===== src/rtl/fcpd_pkg.sv =====
package fcpd_pkg;

	localparam int COUNT_W = 25;
	localparam int LEVEL_W = 17;
	localparam int INDEX_W = 3;
	localparam int SUM_W   = 26;
	localparam int QDEPTH  = 4;
	localparam int QPTR_W  = 2;

	localparam logic [INDEX_W-1:0] REG_RED_MIN         = 3'd0;
	localparam logic [INDEX_W-1:0] REG_LUMA_MIN        = 3'd1;
	localparam logic [INDEX_W-1:0] REG_BLUE_CHROMA_MAX = 3'd2;
	localparam logic [INDEX_W-1:0] REG_RED_CHROMA_MIN  = 3'd3;
	localparam logic [INDEX_W-1:0] REG_ALERT_LEVEL     = 3'd4;

	localparam logic [7:0]         RST_RED_MIN         = 8'd210;
	localparam logic [7:0]         RST_LUMA_MIN        = 8'd130;
	localparam logic [7:0]         RST_BLUE_CHROMA_MAX = 8'd120;
	localparam logic [7:0]         RST_RED_CHROMA_MIN  = 8'd150;
	localparam logic [LEVEL_W-1:0] RST_ALERT_LEVEL     = 17'd100;

	localparam logic [LEVEL_W-1:0] SHARE_SCALE = 17'd100000;

	// BT.601 in Q16
	localparam logic signed [SUM_W-1:0] KY_R   = 26'sd19595;
	localparam logic signed [SUM_W-1:0] KY_G   = 26'sd38470;
	localparam logic signed [SUM_W-1:0] KY_B   = 26'sd7471;
	localparam logic signed [SUM_W-1:0] KCB_R  = 26'sd11058;
	localparam logic signed [SUM_W-1:0] KCB_G  = 26'sd21710;
	localparam logic signed [SUM_W-1:0] KCR_G  = 26'sd27439;
	localparam logic signed [SUM_W-1:0] KCR_B  = 26'sd5329;
	localparam logic signed [SUM_W-1:0] K_HALF = 26'sd32768;
	localparam logic signed [SUM_W-1:0] K_OFS  = 26'sd8388608;

	typedef struct packed {
		logic [7:0] red;
		logic [7:0] green;
		logic [7:0] blue;
		logic       frame_end;
	} pix_in_t;

	typedef struct packed {
		logic               rgb_hit;
		logic               ycbcr_hit;
		logic               fire_pixel;
		logic               frame_done;
		logic               fire_alarm;
		logic [COUNT_W-1:0] fire_count;
	} pix_out_t;

	typedef struct packed {
		logic [7:0] red_min;
		logic [7:0] luma_min;
		logic [7:0] blue_chroma_max;
		logic [7:0] red_chroma_min;
	} thr_t;

	typedef struct packed {
		logic rgb_hit;
		logic ycbcr_hit;
		logic frame_end;
	} class_t;

	typedef struct packed {
		logic empty;
		logic full;
	} q_stat_t;

	function automatic logic [7:0] q16_to_byte(input logic signed [SUM_W-1:0] acc);
		logic signed [SUM_W-1:0] sh;
		sh = acc >>> 16;
		if (acc < 0)
			return 8'd0;
		else if (sh > 255)
			return 8'd255;
		else
			return sh[7:0];
	endfunction

endpackage


===== src/rtl/fcpd_front.sv =====
module fcpd_front import fcpd_pkg::*; (
	input  logic    clk,
	input  logic    arst_n,
	input  logic    pix_valid,
	output logic    pix_stall,
	input  pix_in_t pix,
	input  thr_t    thr,
	input  q_stat_t q_stat,
	output logic    push,
	output class_t  push_data
);

	logic                    v_s1, v_s2;
	logic                    rgb_s1, end_s1;
	logic signed [SUM_W-1:0] y_s1, cb_s1, cr_s1;
	class_t                  cls_s2;
	logic                    rdy_s1, rdy_s2;
	logic signed [SUM_W-1:0] r_x, g_x, b_x;
	logic [7:0]              y_b, cb_b, cr_b;

	assign rdy_s2    = !v_s2 || !q_stat.full;
	assign rdy_s1    = !v_s1 || rdy_s2;
	assign pix_stall = !rdy_s1;
	assign push      = v_s2 && !q_stat.full;
	assign push_data = cls_s2;

	assign r_x = $signed({{(SUM_W-8){1'b0}}, pix.red});
	assign g_x = $signed({{(SUM_W-8){1'b0}}, pix.green});
	assign b_x = $signed({{(SUM_W-8){1'b0}}, pix.blue});

	assign y_b  = q16_to_byte(y_s1);
	assign cb_b = q16_to_byte(cb_s1);
	assign cr_b = q16_to_byte(cr_s1);

	always_ff @(posedge clk or negedge arst_n) begin
		if (!arst_n) begin
			v_s1 <= 1'b0;
			v_s2 <= 1'b0;
		end else begin
			if (rdy_s1)
				v_s1 <= pix_valid;
			if (rdy_s2)
				v_s2 <= v_s1;
		end
	end

	always_ff @(posedge clk) begin
		if (pix_valid && rdy_s1) begin
			rgb_s1 <= (pix.red > thr.red_min) && (pix.red > pix.green)
				&& (pix.green > pix.blue);
			end_s1 <= pix.frame_end;
			y_s1   <= KY_R * r_x + KY_G * g_x + KY_B * b_x;
			cb_s1  <= K_OFS - KCB_R * r_x - KCB_G * g_x + K_HALF * b_x;
			cr_s1  <= K_OFS + K_HALF * r_x - KCR_G * g_x - KCR_B * b_x;
		end
		if (v_s1 && rdy_s2) begin
			cls_s2.rgb_hit   <= rgb_s1;
			cls_s2.ycbcr_hit <= (y_b > thr.luma_min) && (cb_b < thr.blue_chroma_max)
				&& (cr_b > thr.red_chroma_min);
			cls_s2.frame_end <= end_s1;
		end
	end

endmodule


===== src/rtl/fcpd_queue.sv =====
module fcpd_queue import fcpd_pkg::*; (
	input  logic    clk,
	input  logic    arst_n,
	input  logic    push,
	input  class_t  push_data,
	input  logic    pop,
	output class_t  pop_data,
	output q_stat_t q_stat
);

	class_t            mem_q [QDEPTH];
	logic [QPTR_W-1:0] wr_q, rd_q;
	logic [QPTR_W:0]   cnt_q;

	assign q_stat.empty = (cnt_q == '0);
	assign q_stat.full  = (cnt_q == (QPTR_W+1)'(QDEPTH));
	assign pop_data     = mem_q[rd_q];

	always_ff @(posedge clk or negedge arst_n) begin
		if (!arst_n) begin
			wr_q  <= '0;
			rd_q  <= '0;
			cnt_q <= '0;
		end else begin
			if (push)
				wr_q <= wr_q + 1'b1;
			if (pop)
				rd_q <= rd_q + 1'b1;
			if (push && !pop)
				cnt_q <= cnt_q + 1'b1;
			else if (pop && !push)
				cnt_q <= cnt_q - 1'b1;
		end
	end

	always_ff @(posedge clk) begin
		if (push)
			mem_q[wr_q] <= push_data;
	end

endmodule


===== src/rtl/fcpd_back.sv =====
module fcpd_back import fcpd_pkg::*; #(
	parameter int MAX_FRAME_PIXELS = 16777216
) (
	input  logic               clk,
	input  logic               arst_n,
	input  q_stat_t            q_stat,
	input  class_t             pop_data,
	output logic               pop,
	input  logic [LEVEL_W-1:0] alert_level,
	output logic               res_valid,
	input  logic               res_stall,
	output pix_out_t           res
);

	localparam int CW = $clog2(MAX_FRAME_PIXELS + 1);
	localparam int PW = CW + LEVEL_W;
	localparam logic [CW-1:0] CMAX = CW'(MAX_FRAME_PIXELS);

	logic [CW-1:0] pix_q, fire_q, pix_n, fire_n;
	logic          fire;

	logic          v_s1, v_s2, out_v_q;
	class_t        cls_s1, cls_s2;
	logic [CW-1:0] pix_s1, fire_s1, fire_s2;
	logic [PW-1:0] lhs_s2, rhs_s2;
	logic          rdy_s1, rdy_s2, ld_out;
	logic [CW+COUNT_W-1:0] fire_ext;
	pix_out_t      res_q;

	assign ld_out = v_s2 && (!out_v_q || !res_stall);
	assign rdy_s2 = !v_s2 || ld_out;
	assign rdy_s1 = !v_s1 || rdy_s2;
	assign pop    = !q_stat.empty && rdy_s1;

	assign fire   = pop_data.rgb_hit && pop_data.ycbcr_hit;
	assign pix_n  = (pix_q >= CMAX) ? CMAX : pix_q + CW'(1);
	assign fire_n = !fire ? fire_q : ((fire_q >= CMAX) ? CMAX : fire_q + CW'(1));

	assign fire_ext  = {{COUNT_W{1'b0}}, fire_s2};
	assign res_valid = out_v_q;
	assign res       = res_q;

	always_ff @(posedge clk or negedge arst_n) begin
		if (!arst_n) begin
			pix_q   <= '0;
			fire_q  <= '0;
			v_s1    <= 1'b0;
			v_s2    <= 1'b0;
			out_v_q <= 1'b0;
		end else begin
			if (pop) begin
				pix_q  <= pop_data.frame_end ? '0 : pix_n;
				fire_q <= pop_data.frame_end ? '0 : fire_n;
			end
			if (rdy_s1)
				v_s1 <= pop;
			if (rdy_s2)
				v_s2 <= v_s1;
			if (ld_out)
				out_v_q <= 1'b1;
			else if (!res_stall)
				out_v_q <= 1'b0;
		end
	end

	always_ff @(posedge clk) begin
		if (pop) begin
			cls_s1  <= pop_data;
			pix_s1  <= pix_n;
			fire_s1 <= fire_n;
		end
		if (v_s1 && rdy_s2) begin
			cls_s2  <= cls_s1;
			fire_s2 <= fire_s1;
			lhs_s2  <= PW'(fire_s1) * PW'(SHARE_SCALE);
			rhs_s2  <= PW'(alert_level) * PW'(pix_s1);
		end
		if (ld_out) begin
			res_q.rgb_hit    <= cls_s2.rgb_hit;
			res_q.ycbcr_hit  <= cls_s2.ycbcr_hit;
			res_q.fire_pixel <= cls_s2.rgb_hit && cls_s2.ycbcr_hit;
			res_q.frame_done <= cls_s2.frame_end;
			res_q.fire_alarm <= cls_s2.frame_end && (lhs_s2 > rhs_s2);
			res_q.fire_count <= fire_ext[COUNT_W-1:0];
		end
	end

endmodule


===== src/rtl/fire_color_pixel_detector.sv =====
// Fire color pixel detector. Takes one RGB pixel per cycle and returns one result per pixel,
// in order: the RGB rule hit, the YCbCr (BT.601, Q16) rule hit, their AND as the mask bit,
// and the running fire pixel count of the frame. On the pixel marked frame_end the result
// also carries the alarm (fire share above alert_level thousandths of a percent) and both
// frame counters restart. Sustained rate is one item per clock while res_stall stays low.
// The front pipeline (constant multiplies, then the rule compares) feeds a four-item queue;
// the back pipeline updates the counters, then forms the two alarm products, then registers
// the result. Output stall backs up into the queue first, so the input keeps flowing until
// the queue is full. Thresholds must be written through the config port only while no
// pixel is in flight; the block itself does not enforce this. The port is always ready,
// and writes to unknown indexes are dropped.
module fire_color_pixel_detector import fcpd_pkg::*; #(
	parameter int MAX_FRAME_PIXELS = 16777216
) (
	input  logic               clk,
	input  logic               arst_n,
	input  logic               pix_valid,
	output logic               pix_stall,
	input  pix_in_t            pix,
	output logic               res_valid,
	input  logic               res_stall,
	output pix_out_t           res,
	input  logic               cfg_valid,
	output logic               cfg_ready,
	input  logic [INDEX_W-1:0] cfg_index,
	input  logic [LEVEL_W-1:0] cfg_data
);

	thr_t               thr_q;
	logic [LEVEL_W-1:0] alert_q;
	q_stat_t            q_stat;
	logic               push, pop;
	class_t             push_data, pop_data;

	assign cfg_ready = 1'b1;

	always_ff @(posedge clk or negedge arst_n) begin
		if (!arst_n) begin
			thr_q.red_min         <= RST_RED_MIN;
			thr_q.luma_min        <= RST_LUMA_MIN;
			thr_q.blue_chroma_max <= RST_BLUE_CHROMA_MAX;
			thr_q.red_chroma_min  <= RST_RED_CHROMA_MIN;
			alert_q               <= RST_ALERT_LEVEL;
		end else if (cfg_valid && cfg_ready) begin
			case (cfg_index)
				REG_RED_MIN:         thr_q.red_min         <= cfg_data[7:0];
				REG_LUMA_MIN:        thr_q.luma_min        <= cfg_data[7:0];
				REG_BLUE_CHROMA_MAX: thr_q.blue_chroma_max <= cfg_data[7:0];
				REG_RED_CHROMA_MIN:  thr_q.red_chroma_min  <= cfg_data[7:0];
				REG_ALERT_LEVEL:     alert_q               <= cfg_data;
				default: ;
			endcase
		end
	end

	fcpd_front u_front (
		.clk       (clk),
		.arst_n    (arst_n),
		.pix_valid (pix_valid),
		.pix_stall (pix_stall),
		.pix       (pix),
		.thr       (thr_q),
		.q_stat    (q_stat),
		.push      (push),
		.push_data (push_data)
	);

	fcpd_queue u_queue (
		.clk       (clk),
		.arst_n    (arst_n),
		.push      (push),
		.push_data (push_data),
		.pop       (pop),
		.pop_data  (pop_data),
		.q_stat    (q_stat)
	);

	fcpd_back #(
		.MAX_FRAME_PIXELS (MAX_FRAME_PIXELS)
	) u_back (
		.clk         (clk),
		.arst_n      (arst_n),
		.q_stat      (q_stat),
		.pop_data    (pop_data),
		.pop         (pop),
		.alert_level (alert_q),
		.res_valid   (res_valid),
		.res_stall   (res_stall),
		.res         (res)
	);

endmodule


===== config.mk =====
export PLATFORM = sky130hd
export DESIGN_NAME = fire_color_pixel_detector
export DESIGN_NICKNAME = d
export VERILOG_FILES = /design/src/rtl/fcpd_pkg.sv /design/src/rtl/fcpd_front.sv /design/src/rtl/fcpd_queue.sv /design/src/rtl/fcpd_back.sv /design/src/rtl/fire_color_pixel_detector.sv
export SDC_FILE = /design/constraint.sdc
export NUM_CORES = 2
export LEC_CHECK = 0
export ABC_AREA = 1
export BUFFER_PORTS_ARGS = -buffer_cell sky130_fd_sc_hd__buf_2
export CORE_ASPECT_RATIO = 1.5
export CORE_MARGIN = 2
export CORE_UTILIZATION = 50
export DETAILED_ROUTE_END_ITERATION = 12
export PLACE_DENSITY = 0.66
export SYNTH_ARGS = -nofsm -noshare
export SYNTH_HDL_FRONTEND = slang
export SYNTH_SLANG_ARGS = --single-unit

===== constraint.sdc =====
create_clock -name clk -period 12.2 [get_ports clk]
set_input_delay 1.22 -clock clk [delete_from_list [all_inputs] [get_ports clk]]
set_output_delay 1.22 -clock clk [all_outputs]
set_load 0.01 [all_outputs]

Word level (Yosys, flattened, before mapping)
Memory sizes are Yosys's and may differ from the RTL's.
Cells that the tools add are included.
{"block": "word_totals", "ff_bits": 384, "latchBits": 0, "ram_bits": 12, "mem_bits_ro": 0, "out_inout_bits": 33, "word_cells": 141, "memories": 1}
{"block": "op_classes", "addsub": 14, "mul": 9, "div": 0, "magnitude_cmp": 15, "eq_ne": 6, "shift": 0, "muxes": 17, "bitwise_logic": 0, "reduce_logical": 39}
{"memory": "u_queue.mem_q", "words": 4, "width": 3, "read_ports": 1, "rd_clocked_by_memory_dff": 0, "write_ports": 1, "line_no": "fcpd_queue.sv:11", "source": "class_t mem_q [QDEPTH];"}
{"op": "two-way mux 25 bit", "count": 5}
{"op": "< comparator 26 x 1 -> 1 bit (second input constant)", "count": 3}
{"op": "subtractor 26 bit", "count": 3}
{"op": "multiplier 15 x 8 -> 23 bit (first input constant)", "count": 3}
{"op": "multiplier 13 x 8 -> 21 bit (first input constant)", "count": 3}
{"op": "adder 26 bit", "count": 2}
{"op": "adder 25 x 1 -> 25 bit (second input constant)", "count": 2}
{"op": ">= comparator 25 bit (second input constant)", "count": 2}
{"op": "two-way mux 8 bit", "count": 6}
{"op": "> comparator 42 bit", "count": 1}
{"op": "multiplier 17 x 25 -> 42 bit", "count": 1}
{"op": "> comparator 8 bit", "count": 5}
{"op": "multiplier 25 x 12 -> 37 bit (second input constant)", "count": 1}
{"op": "> comparator 10 x 9 -> 1 bit (second input constant)", "count": 3}
{"op": "adder 26 x 24 -> 26 bit", "count": 1}
{"op": "subtractor 25 x 26 -> 26 bit (first input constant)", "count": 1}
{"op": "adder 24 x 23 -> 25 bit (first input constant)", "count": 1}
{"op": "multiplier 14 x 8 -> 22 bit (first input constant)", "count": 1}
{"op": "logical AND 1 bit", "count": 15}
{"op": "zero test 1 bit", "count": 11}
{"op": "AND reduction 2 bit", "count": 5}
{"op": "< comparator 8 bit", "count": 1}
{"op": "== test 3 x 2 -> 1 bit (second input constant)", "count": 2}
{"op": "== test 3 bit (second input constant)", "count": 2}
{"op": "other kinds (10)", "count": 20}

Logic depth before layout (Yosys ltp)
{"block": "depth", "word_depth": 9, "depth_mapped": 31, "depth_no_buf": 31}

Cells and area by module
Synthesis repeated with hierarchy kept, for this count alone.
{"block": "hier_totals", "cells_unflattened": 6426, "hier_area_um2": 52889.5}
{"mod": "fcpd_back", "n_inst": 1, "cells_per_inst": 3758, "area_each_um2": 30703.2, "seq_area_each_um2": 6971.7}
{"mod": "fcpd_front", "n_inst": 1, "cells_per_inst": 2364, "area_each_um2": 19277.2, "seq_area_each_um2": 1071.0}
{"mod": "fire_color_pixel_detector", "n_inst": 1, "cells_per_inst": 223, "area_each_um2": 2023.2, "seq_area_each_um2": 1247.4}
{"mod": "fcpd_queue", "n_inst": 1, "cells_per_inst": 81, "area_each_um2": 885.8, "seq_area_each_um2": 535.5}

Worst setup path before layout
Ideal clock, no wire load.
{"block": "synth_path", "kind": "input-to-reg", "startpoint": "input pix[14] (netlist bit)", "endpoint": "register u_front.cr_s1[23], data pin", "setup_ns": 0.255, "arrival_ns": 6.081, "path_slack_ns": 5.863, "stages": 26, "n_path_buf": 0, "path_cell_list": "fa_1 > inv_1 > fa_1 > inv_1 > fa_1 > inv_1 > fa_1 > inv_1 > ha_1 > nand2_1 > nor2_1 > nand2_1 > o211ai_1 > nand4_1 > nand3_1 > nand2_1 > fa_1 > inv_1 > ha_1 > nand2_1 > nor2_1 > nand2_1 > nor3b_1 > o21ai_0 > nand4_1 > nand2_1"}
{"block": "synth_between", "elab_chain_len": 3}
{"element": "start: declaration", "line_no": "fire_color_pixel_detector.sv:19", "source": "input pix_in_t pix,"}
{"element": "multiplier 15 x 8 -> 23 bit", "line_no": "fcpd_front.sv:54", "source": "cr_s1 <= K_OFS + K_HALF * r_x - KCR_G * g_x - KCR_B * b_x;"}
{"element": "subtractor 26 bit (2 in series)", "line_no": "fcpd_front.sv:54"}
{"element": "end signal: assignment", "line_no": "fcpd_front.sv:54"}
{"element": "end: declaration", "line_no": "fcpd_front.sv:15", "source": "logic signed [SUM_W-1:0] y_s1, cb_s1, cr_s1;"}
No other way between the ends.
A chain may end at the register's enable or synchronous reset.

Worst setup path in the final report
{"block": "layout_path", "startpoint": "input pix[15] (netlist bit)", "endpoint": "register u_front.cr_s1[23], data pin"}
Same word-level chain as after synthesis.

==> out/qor_table.md <==
| Parameter | Value |
|---|---|
| Most frequent cells after synthesis | 1691 x sky130_fd_sc_hd__nand2_1, 1580 x sky130_fd_sc_hd__inv_1, 789 x sky130_fd_sc_hd__ha_1 |
| Cell depth of the worst flop-to-flop path | 18 |
| Hold violation total from the final report | 0 |
| Least-Margin Pin Slew | 1030 ps |
| Async set or reset register ratio after synthesis | 32.2% |
| Initial DRC count | 2328 |
| Overflow after GRT | 0 |
| Buffers on Ports | 81 |
| Area share of the largest cell type after synthesis | 22.7% |
| Wire length reported by the detailed router | 155000 um |
| Hold_sp | u_back.fire_s2[8]$_DFFE_PP_ |
| Ratio of final minimum period to clock period | 54.7% |
| Clock input transition at the sequential cells of the worst setup and hold paths | 60 ps |
| Detail-routed via count per cell | 5.28 |
| Internal reg-to-reg setup slack | 5720 ps |
| Setup repair after global routing missed its margin | false |
| Pins over their slew limit | 0 |
| Worst Path Arrival | 7000 ps |
| Hold-fix buffer count after cts | 0 |
| Number of routed nets with antenna violations | 0 |
| Vias in the first global route | 45.8k |
| Die area | 0.110 mm^2 |
| Die Ht | 405 um |
| Count of cells resized by post-cts repair | 0 |
| Synth Cell Area | 0.0536 mm^2 |
| Max-cap viol count | 0 |
| Setup TNS | 0 ps |
| Die Width | 271 um |
| Depth of the worst hold-timing path | 0 |
| Fin Clk Skew | 22.3 ps |
| TritonCTS clock tree | yes |
| Most frequently used flop master after synthesis | sky130_fd_sc_hd__edfxtp_1 |
| Post-CTS setup repair buffer count | 0 |
| Result of the run | complete, no violations |
| Per-cell routed wire length | 18.8 um |
| Syn_area_per_cell | 7.88 um^2 |
| Library cell used as clock root buffer | sky130_fd_sc_hd__clkbuf_16 |
| Initial antenna violation count | 7 |
| Number of nets in the synthesized netlist | 8250 |
| Crit end category | flop |
| Largest cells by area after synthesis | sky130_fd_sc_hd__fa_1 23%, sky130_fd_sc_hd__ha_1 18%, sky130_fd_sc_hd__edfxtp_1 13% |
| End-of-flow core utilization | 53.3% |
| Count of flip-flops with a built-in enable after synthesis | 234 |
| Combined global-route utilization of all metal layers | 28.6% |
| Final Setup Violations | 0 |
| End of the worst register-to-register path | u_back.rhs_s2[18]$_DFFE_PP_ |
| Floorplan Core Area | 0.107 mm^2 |
| Starting density of the core | 50.2% |
| Hold Path Sink | u_back.res[8]$_DFFE_PP_ |
| Post-synthesis register bit count | 345 |
| Number of design rule violations left after detail routing | 0 |
| First-pass GRT wire length | 244000 um |
| Sequential area share after synthesis | 18.3% |
| Final Wtd Congestion | 0.993 |
| Data required time at the worst endpoint | 12530 ps |
| Syn. warnings | 0 |
| Fraction of final layout cells with drive strength greater than 1 | 3.56% |
| Number of instances in the synthesized netlist | 6804 |
| Fill cell total of the finished layout | 10.4k |
| Via count | 43.7k |
| Worst min-delay path category | flop to flop |
| TritonCTS sink count | 345 |
| Dominant cell by count in the synthesized netlist | sky130_fd_sc_hd__nand2_1 |
| Cts bufs inserted | 39 |
| Io pins | 83 |
| Classification of the worst setup path | input port to flop |
| Worst-Skew Late Latency | 580 ps |
| Iteration count of the initial detailed-routing pass | 6 |
| Final #Nets | 8267 |
| Cell taking the most area after synthesis | sky130_fd_sc_hd__fa_1 |
| Maximum level of the CTS H-tree | 2 |
| Maximum fanout along the worst path | 13 |
| Longest Clk Path Bufs | 3 |
| Area Overhead vs Synth | 6.02% |
| Pin count of the biggest net entering global routing | 78 |
| Final Critical Period | 6670 ps |
| Startpoint type of the worst setup path | input port |
| Standard-cell rows | 147 |
| Placed wire-length estimate | 133000 um |
| Maximum clock rate | 0.150 GHz |
| Count of distinct cell types in the synthesized netlist | 50 |
| Headroom to the max-slew limit | 31.1% |
| Beginning of the worst register-to-register path | u_back.pix_s1[8]$_DFFE_PP_ |
[cell type report]
type	count	area (um^2)	area share (%)
Timing Repair Buffer	110	626	1.10
Clock buffer	49	1050	1.86
Inverter	1586	5960	10.5
Sequential cell	345	9830	17.3
Clock inverter	23	315	0.555
Antenna cell	4	10.0	0.0176
Tap cell	1415	1770	3.12
Multi-Input combinational cell	4739	37300	65.6
[stage by stage]
step                      cells  hold WS [ps]  setup slack (ps)  area [um^2]
final                      8271           418              5530        56800
after global routing       8267           423              5160        56800
after CTS                  8267           418              5570        56800
after detailed placement   8195           405              5000        55400
after global placement     8195           402              4950        55400
after floorplan            6804           400              5860        53600
[cells in the final DEF (no fill, tap or decap), types with 53 or more instances in the layout]
| cell type | instances |
|---|---|
| sky130_fd_sc_hd__a21oi_1 | 300 |
| sky130_fd_sc_hd__dfrtp_1 | 94 |
| sky130_fd_sc_hd__edfxtp_1 | 234 |
| sky130_fd_sc_hd__nor2_1 | 428 |
| sky130_fd_sc_hd__fa_1 | 607 |
| sky130_fd_sc_hd__o21ai_0 | 223 |
| sky130_fd_sc_hd__nand4_1 | 98 |
| sky130_fd_sc_hd__buf_2 | 80 |
| sky130_fd_sc_hd__xnor2_1 | 56 |
| sky130_fd_sc_hd__nand2_1 | 1691 |
| sky130_fd_sc_hd__nor3_1 | 53 |
| sky130_fd_sc_hd__xor2_1 | 89 |
| sky130_fd_sc_hd__nand3_1 | 215 |
| sky130_fd_sc_hd__inv_1 | 1579 |
| sky130_fd_sc_hd__ha_1 | 789 |
[metal layers]
metal / wire (um) / global-route usage, % / up-vias
met3: 4950 / 2.35 / 447
li1: - / - / 21100
met5: 30 / 0 / -
met2: 86100 / 57.2 / 1027
met1: 53900 / 28.4 / 21100
met4: 10500 / 16.5 / 6
[cell families (layout without fill, tap and decap cells)]
family / after synthesis / after routing / share of synthesized area, %
and+or+nand+nor: 2555 / 2555 / 19.5
buffers and inverters: 1720 / 1768 / 12.2
adders and majority gates: 1396 / 1396 / 41.1
AOI/OAI and AO/OA: 633 / 633 / 6.36
DFF: 345 / 345 / 18.3
xor gates and xnor gates: 145 / 145 / 2.37
muxes: 9 / 9 / 0.189
other: 1 / 5 / 0.00700
[flip-flops by register name (all words and copies together), names as in the netlist, 2 cells and up]
register	cells
u_back.fire_s2	25
u_back.rhs_s2	42
u_back.fire_q	25
u_back.fire_s1	25
u_queue.rd_q	2
u_back.pix_s1	25
u_back.lhs_s2	35
u_queue.cnt_q	3
u_queue.wr_q	2
u_front.push_data	3
u_back.cls_s1	3
u_back.cls_s2	3
u_queue.mem_q	12
u_front.y_s1	9
thr_q	32
u_back.pix_q	25
alert_q	17
u_back.res	30
u_front.cb_s1	10
u_front.cr_s1	10
[critical path, cell delays in order]
cell and delay (ps):
sky130_fd_sc_hd__buf_2 230, sky130_fd_sc_hd__fa_1 540, sky130_fd_sc_hd__inv_1 100, sky130_fd_sc_hd__fa_1 560, sky130_fd_sc_hd__inv_1 60, sky130_fd_sc_hd__fa_1 500, sky130_fd_sc_hd__inv_1 50, sky130_fd_sc_hd__fa_1 470
sky130_fd_sc_hd__inv_1 50, sky130_fd_sc_hd__ha_1 330, sky130_fd_sc_hd__nand2_1 140, sky130_fd_sc_hd__nor2_1 170, sky130_fd_sc_hd__nand2_1 70, sky130_fd_sc_hd__o211ai_1 220, sky130_fd_sc_hd__nand4_1 180, sky130_fd_sc_hd__nand3_1 100
sky130_fd_sc_hd__nand2_1 70, sky130_fd_sc_hd__fa_1 510, sky130_fd_sc_hd__inv_1 50, sky130_fd_sc_hd__ha_1 430, sky130_fd_sc_hd__nand2_1 140, sky130_fd_sc_hd__nor2_1 180, sky130_fd_sc_hd__nand2_1 90, sky130_fd_sc_hd__nor3b_1 170
sky130_fd_sc_hd__o21ai_0 140, sky130_fd_sc_hd__nand4_1 160, sky130_fd_sc_hd__nand2_1 60
[worst max path at each step]
stage | cells after the start | endpoint | slack (ps) | startpoint
3_3_place_gp | 27 | u_front.cr_s1[23]$_DFFE_PP_ | 4950 | pix[15]
5_1_grt | 27 | u_front.cr_s1[23]$_DFFE_PP_ | 5160 | pix[15]
4_1_cts | 27 | u_front.cr_s1[23]$_DFFE_PP_ | 5570 | pix[15]
2_1_floorplan | 26 | u_front.cr_s1[23]$_DFFE_PP_ | 5860 | pix[14]
3_5_place_dp | 27 | u_front.cr_s1[23]$_DFFE_PP_ | 5000 | pix[15]
6_report | 27 | u_front.cr_s1[23]$_DFFE_PP_ | 5530 | pix[15]
Power is left out: the tool's default activity adds up to more than one toggle a clock period on the data nets, which glitch-free logic cannot reach.
